<file path="src/hdl/quaternion_rotate_vector_macros.svh">
// ----------------------------------------------------------------------------
// quaternion_rotate_vector_macros
// Concurrent assertion shorthands on clk, disabled while rst_n is low.
// ----------------------------------------------------------------------------
`ifndef QUATERNION_ROTATE_VECTOR_MACROS_SVH
`define QUATERNION_ROTATE_VECTOR_MACROS_SVH

// Check cons in the same cycle as ante.
`define QRV_ASSERT_IMP(lbl, ante, cons, msg) \
    lbl: assert property (@(posedge clk) disable iff (!rst_n) (ante) |-> (cons)) \
        else $error(msg);

// Check cons a fixed number of cycles after ante.
`define QRV_ASSERT_DLY(lbl, ante, dly, cons, msg) \
    lbl: assert property (@(posedge clk) disable iff (!rst_n) (ante) |-> ##dly (cons)) \
        else $error(msg);

`endif

</file>
<file path="src/hdl/qrv_pkg.sv">
// ----------------------------------------------------------------------------
// qrv_pkg
// Shared width rules for the quaternion rotation pipeline.
// ----------------------------------------------------------------------------
`default_nettype none

package qrv_pkg;

    localparam int MODEL_W = 64;

    function automatic int min_int(input int a, input int b);
        return (a < b) ? a : b;
    endfunction

    function automatic int max_int(input int a, input int b);
        return (a > b) ? a : b;
    endfunction

    // Matrix entry: sums of two or four products, doubled off-diagonal.
    function automatic int me_width(input int dw);
        return min_int(2 * dw + 3, MODEL_W);
    endfunction

    // Sum of three entry-by-component products.
    function automatic int acc_width(input int dw);
        return min_int(3 * dw + 5, MODEL_W);
    endfunction

    // Accumulator plus rounding offset without overflow.
    function automatic int rnd_width(input int dw, input int fb);
        return min_int(MODEL_W, max_int(acc_width(dw), 2 * fb) + 1);
    endfunction

endpackage

`default_nettype wire

</file>
<file path="src/hdl/qrv_round.sv">
// ----------------------------------------------------------------------------
// qrv_round
// Stage five: round half up, drop the fraction bits, saturate, flag clipping.
// ----------------------------------------------------------------------------
`default_nettype none

module qrv_round
    import qrv_pkg::*;
#(
    parameter int DATA_WIDTH = 16,
    parameter int FRAC_BITS  = 14
)(
    input  logic                                    clk,
    input  logic                                    rst_n,
    input  logic                                    in_valid,
    input  logic signed [acc_width(DATA_WIDTH)-1:0] acc [3],
    output logic                                    out_valid,
    output logic signed [DATA_WIDTH-1:0]            rot [3],
    output logic                                    sat
);

    localparam int RW = rnd_width(DATA_WIDTH, FRAC_BITS);
    localparam int SH = 2 * FRAC_BITS;

    localparam logic signed [RW-1:0] HALF = RW'(1) <<< (SH - 1);
    localparam logic signed [RW-1:0] MAXV = RW'((longint'(1) <<< (DATA_WIDTH - 1)) - 1);
    localparam logic signed [RW-1:0] MINV = ~MAXV;

    logic                         done_reg;
    logic signed [DATA_WIDTH-1:0] rot_reg [3];
    logic signed [DATA_WIDTH-1:0] rot_next [3];
    logic                         sat_reg;
    logic                         sat_next;
    logic signed [RW-1:0]         rnd [3];
    logic signed [RW-1:0]         quo [3];
    logic [2:0]                   clip;

    always_comb
    begin
        for (int i = 0; i < 3; i++)
        begin
            rnd[i] = RW'(acc[i]) + HALF;
            quo[i] = rnd[i] >>> SH;
            if (quo[i] > MAXV)
            begin
                clip[i]     = 1'b1;
                rot_next[i] = MAXV[DATA_WIDTH-1:0];
            end
            else if (quo[i] < MINV)
            begin
                clip[i]     = 1'b1;
                rot_next[i] = MINV[DATA_WIDTH-1:0];
            end
            else
            begin
                clip[i]     = 1'b0;
                rot_next[i] = quo[i][DATA_WIDTH-1:0];
            end
        end
        sat_next = |clip;
    end

    always_ff @(posedge clk or negedge rst_n)
    begin
        if (!rst_n)
        begin
            done_reg <= 1'b0;
        end
        else
        begin
            done_reg <= in_valid;
        end
    end

    always_ff @(posedge clk)
    begin
        if (in_valid)
        begin
            rot_reg <= rot_next;
            sat_reg <= sat_next;
        end
    end

    assign out_valid = done_reg;
    assign rot       = rot_reg;
    assign sat       = sat_reg;

endmodule

`default_nettype wire

</file>
<file path="config.mk">
export PLATFORM = sky130hd
export DESIGN_NAME = qrv_round
export DESIGN_NICKNAME = d
export VERILOG_FILES = /design/src/hdl/quaternion_rotate_vector_macros.svh /design/src/hdl/qrv_pkg.sv /design/src/hdl/qrv_round.sv
export SDC_FILE = /design/constraint.sdc
export NUM_CORES = 1
export LEC_CHECK = 0
export BUFFER_PORTS_ARGS = -buffer_cell sky130_fd_sc_hd__buf_2
export CAP_MARGIN = 30
export CORE_ASPECT_RATIO = 1.5
export CORE_MARGIN = 5
export CORE_UTILIZATION = 44
export DETAILED_ROUTE_END_ITERATION = 16
export PLACE_DENSITY = 0.81
export SYNTH_ARGS = -nofsm -noshare
export SYNTH_HDL_FRONTEND = slang
export SYNTH_SLANG_ARGS = --single-unit
export TNS_END_PERCENT = 1
</file>
<file path="constraint.sdc">
create_clock -name clk -period 0.8 [get_ports clk]
set_clock_uncertainty 0.05 [all_clocks]
set_input_delay 0.08 -clock clk [delete_from_list [all_inputs] [get_ports clk]]
set_output_delay 0.08 -clock clk [all_outputs]
set_load 0.005 [all_outputs]
</file>
== Yosys cells after proc, flatten, opt, wreduce, memory -nomap -nowiden ==
Cells that the tools add are included.

* Memory bits (writable): 0
* Bits in registers: 50
* Logic and storage cells: 24
* Memories: 0
* Bits of input ports: 162
* Latch bits: 0
* Output and inout port bits: 50
* Memory bits (read-only): 0

* Shift operators: 0
* Div/mod/pow operators: 0
* Bitwise logic cells: 0
* Equal/unequal tests: 0
* Mux-type cells: 9
* Reductions and logical operators: 1
* Multiply operators: 0
* Add/subtract/negate cells: 3
* Order comparisons: 6

{| class="wikitable"
|+ Operator list
! cell !! number
|-
| $add A53 B29 Y54 const B || 3
|-
| $gt A26 B16 Y1 const B || 3
|-
| $lt A26 B16 Y1 const B || 3
|-
| $mux W16 || 3
|-
| $mux W1 || 6
|-
| $reduce_or A3 Y1 || 1
|}

== Longest topological paths before layout ==
Gate-level depths: netlist of run 1.

* Depth in word-level cells: 5
* Gate-level depth with buffers: 9
* Depth with buffers taken out: 8

== Worst setup path before layout of run 1 ==
No wires, ideal clock.

* Path type: in2reg
* Start point: input acc[91] (netlist name)
* End point: register rot_reg, in the netlist rot[17], data pin
* Slack: -1.354 ns
* Data arrival time: 1.848 ns
* Path buffers: 1
* Setup time: 0.256 ns
* Stages on the path: 8
* Cells stage by stage: nand4_2 nor4_4 and3_1 and4_1 o211ai_2 o41ai_4 buf_6 o21ai_2

* Cells in the longest elaborated chain, start to end: 3
* Elaborated cells between the ends (all ways): 4

{| class="wikitable"
|+ RTL lines
! what !! line !! text
|-
| start, declared || qrv_round.sv:16 || <nowiki>input logic signed [acc_width(DATA_WIDTH)-1:0] acc [3],</nowiki>
|-
| $add A53 B29 Y54 (*) || qrv_round.sv:42 || <nowiki>rnd[i] = RW'(acc[i]) + HALF;</nowiki>
|-
| $lt A26 B16 Y1 || qrv_round.sv:49 || <nowiki>else if (quo[i] < MINV)</nowiki>
|-
| $mux W16 || qrv_round.sv:49 ||
|-
| end signal, assigned || qrv_round.sv:79 || <nowiki>rot_reg <= rot_next;</nowiki>
|-
| end, declared || qrv_round.sv:30 || <nowiki>logic signed [DATA_WIDTH-1:0] rot_reg [3];</nowiki>
|}

Mark *: on every way between the ends. The rest lies on a longest branch, timed or not.
A chain may end at the register's enable or synchronous reset.

== Worst setup path in the final report of run 1 ==
* Start point: input acc[89] (netlist name)
* End point: register sat_reg (netlist: sat), data pin

* Cells in the longest elaborated chain, start to end: 5
* Elaborated cells between the ends (all ways): 6

{| class="wikitable"
|+ RTL lines
! what !! line !! text
|-
| $add A53 B29 Y54 (*) || qrv_round.sv:42 ||
|-
| $lt A26 B16 Y1 || qrv_round.sv:49 ||
|-
| $mux W1 || qrv_round.sv:49 ||
|-
| $mux W1 (*) || qrv_round.sv:44 || <nowiki>if (quo[i] > MAXV)</nowiki>
|-
| $reduce_or A3 Y1 (*) || qrv_round.sv:60 || <nowiki>sat_next = |clip;</nowiki>
|-
| net sat_next || qrv_round.sv:33 || <nowiki>logic sat_next;</nowiki>
|-
| end signal, assigned || qrv_round.sv:80 || <nowiki>sat_reg <= sat_next;</nowiki>
|-
| end, declared || qrv_round.sv:32 || <nowiki>logic sat_reg;</nowiki>
|}

The timed path passes the listed nets; every way through them passes the cells marked *.

==> results.json, run 1 <==
{
  "postRouteAntennaNets": 0,
  "crit_fanout": 4,
  "synthMuxAreaShare_pct": 0.906,
  "synth-simple-area-share_pct": 25.6,
  "cts_root_buffer": "clkbuf_16",
  "worst_slew_pin_slew_ns": 0.462,
  "synth.cell_area_mm2": 0.00359,
  "layout_min_cycle_time_ns": 2.23,
  "async_flop_share_pct": 2.00,
  "yosysMostFrequentCell": "edfxtp_1",
  "synth_top_family_by_area": "simple AND/OR/NAND/NOR gates",
  "yosysSeqAreaShare_pct": 41.7,
  "synth-xor-area-share_pct": 11.7,
  "crit_path_start_kind": "input pin",
  "start_util_pct": 44.9,
  "drtIter0Drc": 206,
  "critPathCapture": "sat",
  "grt_max_degree": 36,
  "critPathKind": "input pin to flop",
  "p_leak_uw": 0.00249,
  "yosysWarnings": 0,
  "synth.top_cells.by_area": "edfxtp_1 (41%), xor2_1 (7.1%), o21ai_0 (5.7%), nand3_1 (4.7%), xnor2_1 (4.6%)",
  "die_x_um": 83.8,
  "die-area_mm2": 0.0101,
  "synth_edf_count": 49,
  "clk_pin_slew_worst_paths_ns": 0.06,
  "pre_cts_slack_ns": -1.78,
  "grt_pass1_wl_um": 19700,
  "dp_hpwl_um": 9690,
  "crit_required_ns": 0.77,
  "power_uw": 7050,
  "finalCritPeriodShare_pct": 278,
  "syn2layout_area_growth_pct": 64.0,
  "crit_arrival_ns": 2.20,
  "drc": 0,
  "rows": 40,
  "drt-total-wl_um": 12900,
  "hold_slack_ns": 0.0491,
  "cts.sinks": 50,
  "relSlewSlack_pct": 69.1,
  "maxCapViolations": 0,
  "synth_largest_area_cell": "edfxtp_1",
  "clockBufferDepth": 2,
  "drt-pass1-iter-count": 5,
  "finalSetupTns_ns": -59.28,
  "vias_per_cell": 5.50,
  "place_area_mm2": 0.00541,
  "hold_viol_final": 0,
  "htree_levels": 2,
  "antenna_found_initial": 0,
  "setup_ws_ns": -1.43,
  "synthTopCellsByCount": "edfxtp_1 (49), o21ai_0 (41), nand3_1 (34)",
  "peakVddDrop_mv": 0.841,
  "final_area_mm2": 0.00589,
  "largest_reg_flops": 48,
  "synth.distinct_cells": 60,
  "grt_overflow": 0,
  "synth_top_area_share_pct": 41.0,
  "track_usage_pct": 24.1,
  "grt_pass1_vias": 4242,
  "nets": 812,
  "cts_made_buffers": 5,
  "ys_ff_latch": 50,
  "powerDensity_mw_per_mm2": 1200,
  "n_antenna_cell": 0,
  "multi_input_area_mm2": 0.00224,
  "avgRoutedWirePerCell_um": 17.1,
  "core_area_mm2": 0.00801,
  "dr_total_vias": 4138,
  "syn_area_per_cell_um2": 9.73,
  "fmax_mhz": 449,
  "synth_flop_cell": "edfxtp_1",
  "synthAdderAreaFrac_pct": 1.04,
  "seq_area_mm2": 0.00150,
  "ios": 212,
  "setup-violations-final": 99,
  "violations": "negative setup slack",
  "netlist_instances": 369,
  "rsz0062_at_grt": "yes",
  "maxSlewViolCount": 0,
  "io_buffers": 130,
  "synth_fp_nets": 534,
  "synth_compound_area_share_pct": 16.9,
  "fp.dieH_um": 121,
  "status": "finished with violations",
  "end_kind": "flop",
  "cts_tree": "done",
  "gp_congestion": 0.955,
  "hp-class": "input pin to async pin",
  "drive_gt1_share_pct": 52.0,
  "nFillCells": 556,
  "setup.worst_path.start": "acc[89]"
}
[cell families after synthesis]
group           Yosys count
buf+inv                  17
mux                       3
compound gates           90
fa+ha+maj                 3
simple gates            158
flops                    50
xor+xnor                 48
[final cells by class]
class	count	share of cell area (%)
multi-input cells	302	38.1
flip-flops and latches	50	25.4
repair buffers	279	31.3
inverters	9	0.573
well taps	105	2.23
clock inverters	3	0.276
clock buffers	5	2.12
[worst min path at each step]
stage	to	slack, ns	start
CTS	out_valid	0.05	rst_n
global placement	out_valid	-0.19	rst_n
global route	out_valid	0.05	rst_n
detailed placement	out_valid	-0.19	rst_n
floorplan	out_valid	-0.27	rst_n
finish	out_valid	0.05	rst_n
[report_power, final]
part | internal (uW) | total (uW) | leakage [uW] | switching (uW)
sequential | 3140 | 3220 | 0.000495 | 82.0
clock | 1140 | 1980 | 0.0000689 | 845
combinational | 932 | 1840 | 0.00193 | 911
total | 5210 | 7050 | 0.00249 | 1840
[layout by cell type (no fill, tap or decap), types with 3 or more instances in the layout]
cell type,n
nand2_1,20
and4_1,5
a21oi_1,10
buf_4,143
nor4_2,3
o21ai_1,21
clkbuf_16,5
buf_6,8
buf_2,124
nor3b_1,3
inv_1,9
and3_1,14
nand4_1,18
nor3_1,7
edfxtp_1,49
nand3_2,5
or3_1,3
o21ai_0,21
o21ai_2,9
xnor2_1,19
nor2_1,20
nand3_1,28
xor2_1,28
[critical path: stages]
cell,delay (ns)
buf_2,0.13
nand4_1,0.23
nor4_4,0.40
buf_4,0.19
nand3b_1,0.08
a211o_1,0.33
a2111oi_4,0.43
buf_4,0.21
o2111ai_1,0.10
[metal layers]
metal	GRT usage, %	vias up	share of wire, %
li1	-	1975	-
met1	24.4	1905	34
met2	46.3	209	54
met3	4.70	49	7.4
met4	11.7	0	4.5
met5	0	-	0
[per-stage QoR]
step,utilization (%),cells
finish,73.6,753
global route,73.6,753
CTS,71.6,752
detailed placement,67.6,737
global placement,67.6,737
floorplan,-,369
[repair_timing]
item	4_1_cts	5_1_grt
setup endpoints to repair	99	99
hold endpoints to repair	1	0
pin swaps	13	12
hold buffers	1	0
cloned	1	0
buffers inserted	5	1
gates resized for setup	34	44
Note: power is estimated with default switching activity, not from simulation.
==> run 2: changes to the inputs <==
==> constraint.sdc (replaced) <==
create_clock -name clk -period 0.8 [get_ports clk]
set_clock_uncertainty 0.05 [all_clocks]
set_input_delay 0.2 -clock clk [delete_from_list [all_inputs] [get_ports clk]]
set_output_delay 0.2 -clock clk [all_outputs]
set_load 0.005 [all_outputs]
==> run 2 against run 1 <==
Against the previous run:
- the run still ends with negative setup slack left
- die area unchanged
- sequential share of layout area up 0.23 points
- combinational power down 2%
- non-clock buffer count down 5
- final cell count down 0.66%
- clock power up 21%
- largest cell class unchanged
==> results.json, run 2 (synthesis gave the netlist of run 1 again) <==
{
  "fmax_mhz": 441,
  "maxSlewViolCount": 0,
  "drt-pass1-iter-count": 5,
  "io_buffers": 130,
  "final_cell_mix": "buf_4 (137), buf_2 (127), edfxtp_1 (49), nand3_1 (31), xor2_1 (28)",
  "rsz0062_at_grt": "yes",
  "largest_reg_flops": 48,
  "p_leak_uw": 0.00247,
  "avgRoutedWirePerCell_um": 16.0,
  "peakVddDrop_mv": 0.845,
  "ios": 212,
  "status": "finished with violations",
  "cts_tree": "done",
  "violations": "negative setup slack",
  "nFillCells": 557,
  "p_int_uw": 5530,
  "seq_area_mm2": 0.00150,
  "grt_pass1_vias": 4129,
  "clockBufferDepth": 2,
  "combPwrFrac_pct": 24.3,
  "crit_path_start_kind": "input pin",
  "crit_required_ns": 0.79,
  "syn2layout_area_growth_pct": 62.5,
  "switching_power_uw": 1870,
  "hold_viol_final": 0,
  "grt_max_degree": 36,
  "clk_pin_slew_worst_paths_ns": 0.07,
  "grt_pass1_wl_um": 18700,
  "clockPowerShare_pct": 32.3,
  "track_usage_pct": 22.8,
  "dr_total_vias": 4083,
  "rows": 40,
  "setup-violations-final": 99,
  "drc": 0,
  "setup_ws_ns": -1.47,
  "crit_fanout": 5,
  "powerDensity_mw_per_mm2": 1270,
  "vias_per_cell": 5.46,
  "p_seq_share_pct": 43.4,
  "n_antenna_cell": 0,
  "postRouteAntennaNets": 0,
  "start_util_pct": 44.9,
  "core_area_mm2": 0.00801,
  "end_kind": "flop",
  "die_x_um": 83.8,
  "critPathKind": "input pin to flop",
  "gp_congestion": 0.954,
  "relSlewSlack_pct": 69.7,
  "die-area_mm2": 0.0101,
  "drt-total-wl_um": 12000,
  "maxCapViolations": 0,
  "final_area_mm2": 0.00584,
  "place_area_mm2": 0.00541,
  "worst_slew_pin_slew_ns": 0.454,
  "grt_overflow": 0,
  "htree_levels": 2,
  "finalCritPeriodShare_pct": 283,
  "layout_min_cycle_time_ns": 2.27,
  "dp_hpwl_um": 9620,
  "nets": 807,
  "cts_made_buffers": 5,
  "fp.dieH_um": 121,
  "finalSetupTns_ns": -69.55,
  "hp-class": "input pin to async pin",
  "final_common_cell": "buf_4",
  "setup.worst_path.start": "acc[88]",
  "antenna_found_initial": 0,
  "multi_input_area_mm2": 0.00221,
  "p_sw_share_pct": 25.3,
  "cts_root_buffer": "clkbuf_16",
  "cts.sinks": 50,
  "crit_arrival_ns": 2.25,
  "drtIter0Drc": 211,
  "drive_gt1_share_pct": 51.2
}
==> run 2: cell count changes in the layout (fill, tap and decap cells not counted), sizes merged <==
cell and delta:
buf -5, clkinv -2, inv +1, bufinv +1
==> run 2: layout make-up <==
class	count	share of cell area, %
Clock buffer	5	2.14
Timing Repair Buffer	274	30.7
Clock inverter	3	0.750
Tap cell	105	2.25
Multi-Input combinational cell	302	37.9
Inverter	9	0.579
Sequential cell	50	25.6
==> run 2: power by group through the flow <==
stage	clock, uW	combinational [uW]	sequential (uW)
floorplan	0	477	3280
finish	2390	1800	3210
CTS	2430	1720	3210
detailed placement	0	1680	3270
global route	2550	1950	3230
global placement	0	1620	3260
==> run 2: critical path: stages <==
cell and delay (ns):
buf_2 0.12, nand4_4 0.17, nor4_4 0.44, and3_1 0.24
and4_1 0.21, o211ai_2 0.14, o41ai_4 0.43, buf_4 0.23
o21ai_2 0.07
==> run 2: final timing paths <==
path / end / slack, ns / cells past startpoint
worst max-delay path: rot[28] / -1.47 / 9
worst min-delay path: out_valid / 0.16 / 2
max in group asynchronous: out_valid / 0.46 / 2
min in group clk: out_valid / 0.22 / 2
==> run 2: through the flow <==
| step | hold slack [ns] | total power [uW] | worst slack, ns | instances | util (%) |
|---|---|---|---|---|---|
| global route | 0.160 | 7730 | -1.56 | 748 | 72.9 |
| global placement | -0.0740 | 4870 | -1.73 | 737 | 67.6 |
| finish | 0.160 | 7400 | -1.47 | 748 | 72.9 |
| CTS | 0.163 | 7360 | -1.36 | 746 | 71.0 |
| detailed placement | -0.0741 | 4940 | -1.89 | 737 | 67.6 |
| floorplan | -0.146 | 3750 | -1.43 | 369 | - |
==> run 2: timing repair <==
| item | 4_1_cts | 5_1_grt |
|---|---|---|
| hold endpoints to repair | 1 | 0 |
| buffers inserted | 0 | 1 |
| resized for setup | 21 | 50 |
| setup endpoints to repair | 99 | 99 |
| hold buffers | 1 | 0 |
| gates cloned | 0 | 1 |
| pin swaps | 7 | 15 |
==> run 2: routing by layer <==
metal / GRT usage, % / part of all wire (%) / up-vias
li1: - / - / 1976
met1: 23.6 / 36 / 1901
met2: 44.6 / 55 / 177
met3: 3.61 / 6.2 / 29
met4: 9.76 / 2.9 / 0
met5: 0 / 0 / -
==> run 3: changes to the inputs <==
--- a/config.mk
+++ b/config.mk
@@ -5,13 +5,13 @@
 export SDC_FILE = /design/constraint.sdc
 export NUM_CORES = 1
 export LEC_CHECK = 0
-export BUFFER_PORTS_ARGS = -buffer_cell sky130_fd_sc_hd__buf_2
 export CAP_MARGIN = 30
 export CORE_ASPECT_RATIO = 1.5
 export CORE_MARGIN = 5
-export CORE_UTILIZATION = 44
+export CORE_UTILIZATION = 60
 export DETAILED_ROUTE_END_ITERATION = 16
-export PLACE_DENSITY = 0.81
+export DONT_BUFFER_PORTS = 1
+export PLACE_DENSITY = 0.84
 export SYNTH_ARGS = -nofsm -noshare
 export SYNTH_HDL_FRONTEND = slang
 export SYNTH_SLANG_ARGS = --single-unit
==> run 3 against run 2 <==
Against the previous run:
- setup slack better by 0.29 ns
- first-iteration DRC count is 15% lower
- via count is 21% lower
- wire length shrank 16%
- die area shrank 24%
- the run ends with negative hold slack, negative setup slack left
- total power is 25% lower
==> results.json, run 3 (synthesis gave the netlist of run 1 again) <==
{
  "status": "finished with violations",
  "violations": "negative hold slack, negative setup slack",
  "die_x_um": 73.2,
  "peakVddDrop_mv": 0.761,
  "fp.dieH_um": 105,
  "dp_hpwl_um": 7680,
  "ios": 212,
  "grt_pass1_vias": 3206,
  "hold_viol_final": 50,
  "hp-class": "input pin to flop",
  "crit_arrival_ns": 2.06,
  "rsz0062_at_grt": "yes",
  "worst_slew_pin_slew_ns": 0.385,
  "start_util_pct": 61.6,
  "vias_per_cell": 6.43,
  "crit_path_start_kind": "input pin",
  "clk_pin_slew_worst_paths_ns": 0.09,
  "htree_levels": 2,
  "fmax_mhz": 506,
  "p_leak_uw": 0.00149,
  "setup_ws_ns": -1.18,
  "critPathKind": "input pin to flop",
  "cts_root_buffer": "clkbuf_8",
  "final_cell_mix": "buf_4 (53), edfxtp_1 (49), nand3_1 (32), xor2_1 (29), o21ai_1 (26)",
  "cts.sinks": 50,
  "maxCapViolations": 0,
  "antenna_found_initial": 0,
  "io_buffers": 0,
  "layout_min_cycle_time_ns": 1.98,
  "hold_slack_ns": -0.110,
  "n_antenna_cell": 0,
  "crit_fanout": 5,
  "powerDensity_mw_per_mm2": 1270,
  "rows": 34,
  "end_kind": "flop",
  "clockBufferDepth": 2,
  "finalSetupTns_ns": -56.42,
  "track_usage_pct": 24.8,
  "setup-violations-final": 99,
  "finalCritPeriodShare_pct": 247,
  "grt_max_degree": 51,
  "drt-total-wl_um": 10100,
  "maxSlewViolCount": 0,
  "drive_gt1_share_pct": 24.6,
  "drtIter0Drc": 180,
  "final_common_cell": "buf_4",
  "grt_pass1_wl_um": 15000,
  "grt_overflow": 0,
  "drc": 0,
  "core_area_mm2": 0.00583,
  "drt-pass1-iter-count": 4,
  "postRouteAntennaNets": 0,
  "syn2layout_area_growth_pct": 21.2,
  "nets": 591,
  "cts-hold-fix-buffers": 1,
  "crit_required_ns": 0.88,
  "gp_congestion": 0.944,
  "cts_made_buffers": 5,
  "dr_total_vias": 3208,
  "die-area_mm2": 0.00767,
  "avgRoutedWirePerCell_um": 20.1,
  "largest_reg_flops": 48,
  "crit_chain": "nand4_4, nor4_4, and3_1, mux2_1, o211ai_2, nor4_2, buf_4, o2111ai_1",
  "max_stage_delay_ns": 0.41,
  "final_core_util_pct": 74.7,
  "slowest_stage": "nor4_4",
  "relSlewSlack_pct": 74.3,
  "cts_tree": "done"
}
## run 3: final timing paths
kind,start,to,slack [ns],cells after the start
min in group asynchronous,rst_n,out_valid,0.05,1
min,in_valid,out_valid,-0.11,0
max,acc[91],sat,-1.18,8
max in group asynchronous,rst_n,out_valid,0.55,1
## run 3: area by class of cell
| type | count | area, um2 |
|---|---|---|
| multi-input combinational | 302 | 2160 |
| sequential | 50 | 1500 |
| fill | 409 | 1470 |
| timing repair buffer | 58 | 479 |
| tap | 72 | 90.1 |
| clock buffer | 6 | 72.6 |
| inverter | 9 | 33.8 |
| clock inverter | 2 | 17.5 |
## run 3: power by group
part	internal, uW	total, uW	switching, uW
clock network	636	1490	856
logic	384	749	365
registers	3140	3280	139
total	4160	5520	1360
## run 3: layer usage
metal / track usage, % / vias up / share of wire (%)
met3: 12.3 / 18 / 13
li1: - / 1530 / -
met1: 23.1 / 1492 / 32
met5: 0 / - / 0
met4: 7.78 / 0 / 2.2
met2: 45.3 / 168 / 53
## run 3: timing repair
item / in CTS / in global routing
buffers inserted: 0 / 1
setup endpoints to repair: 99 / 99
gates resized for setup: 26 / 25
hold endpoints to repair: 51 / 50
pin swaps: 8 / 7
gates cloned: 0 / 0
## run 3: metrics by stage
step	area, um2	instances	worst slack (ns)	total power [uW]
floorplan	3600	369	-1.43	3750
global placement	4110	489	-1.45	4000
detailed placement	4110	489	-1.58	4030
CTS	4300	498	-1.18	5530
global route	4350	499	-1.24	5750
finish	4350	499	-1.18	5520
## run 3: critical path, delay by kind of cell
kind                   cells  cell delay, ns
buffers and inverters      1            0.15
multiplexers               1            0.37
AND/OR/NAND/NOR            4            0.90
AO/OA/AOI/OAI              2            0.43
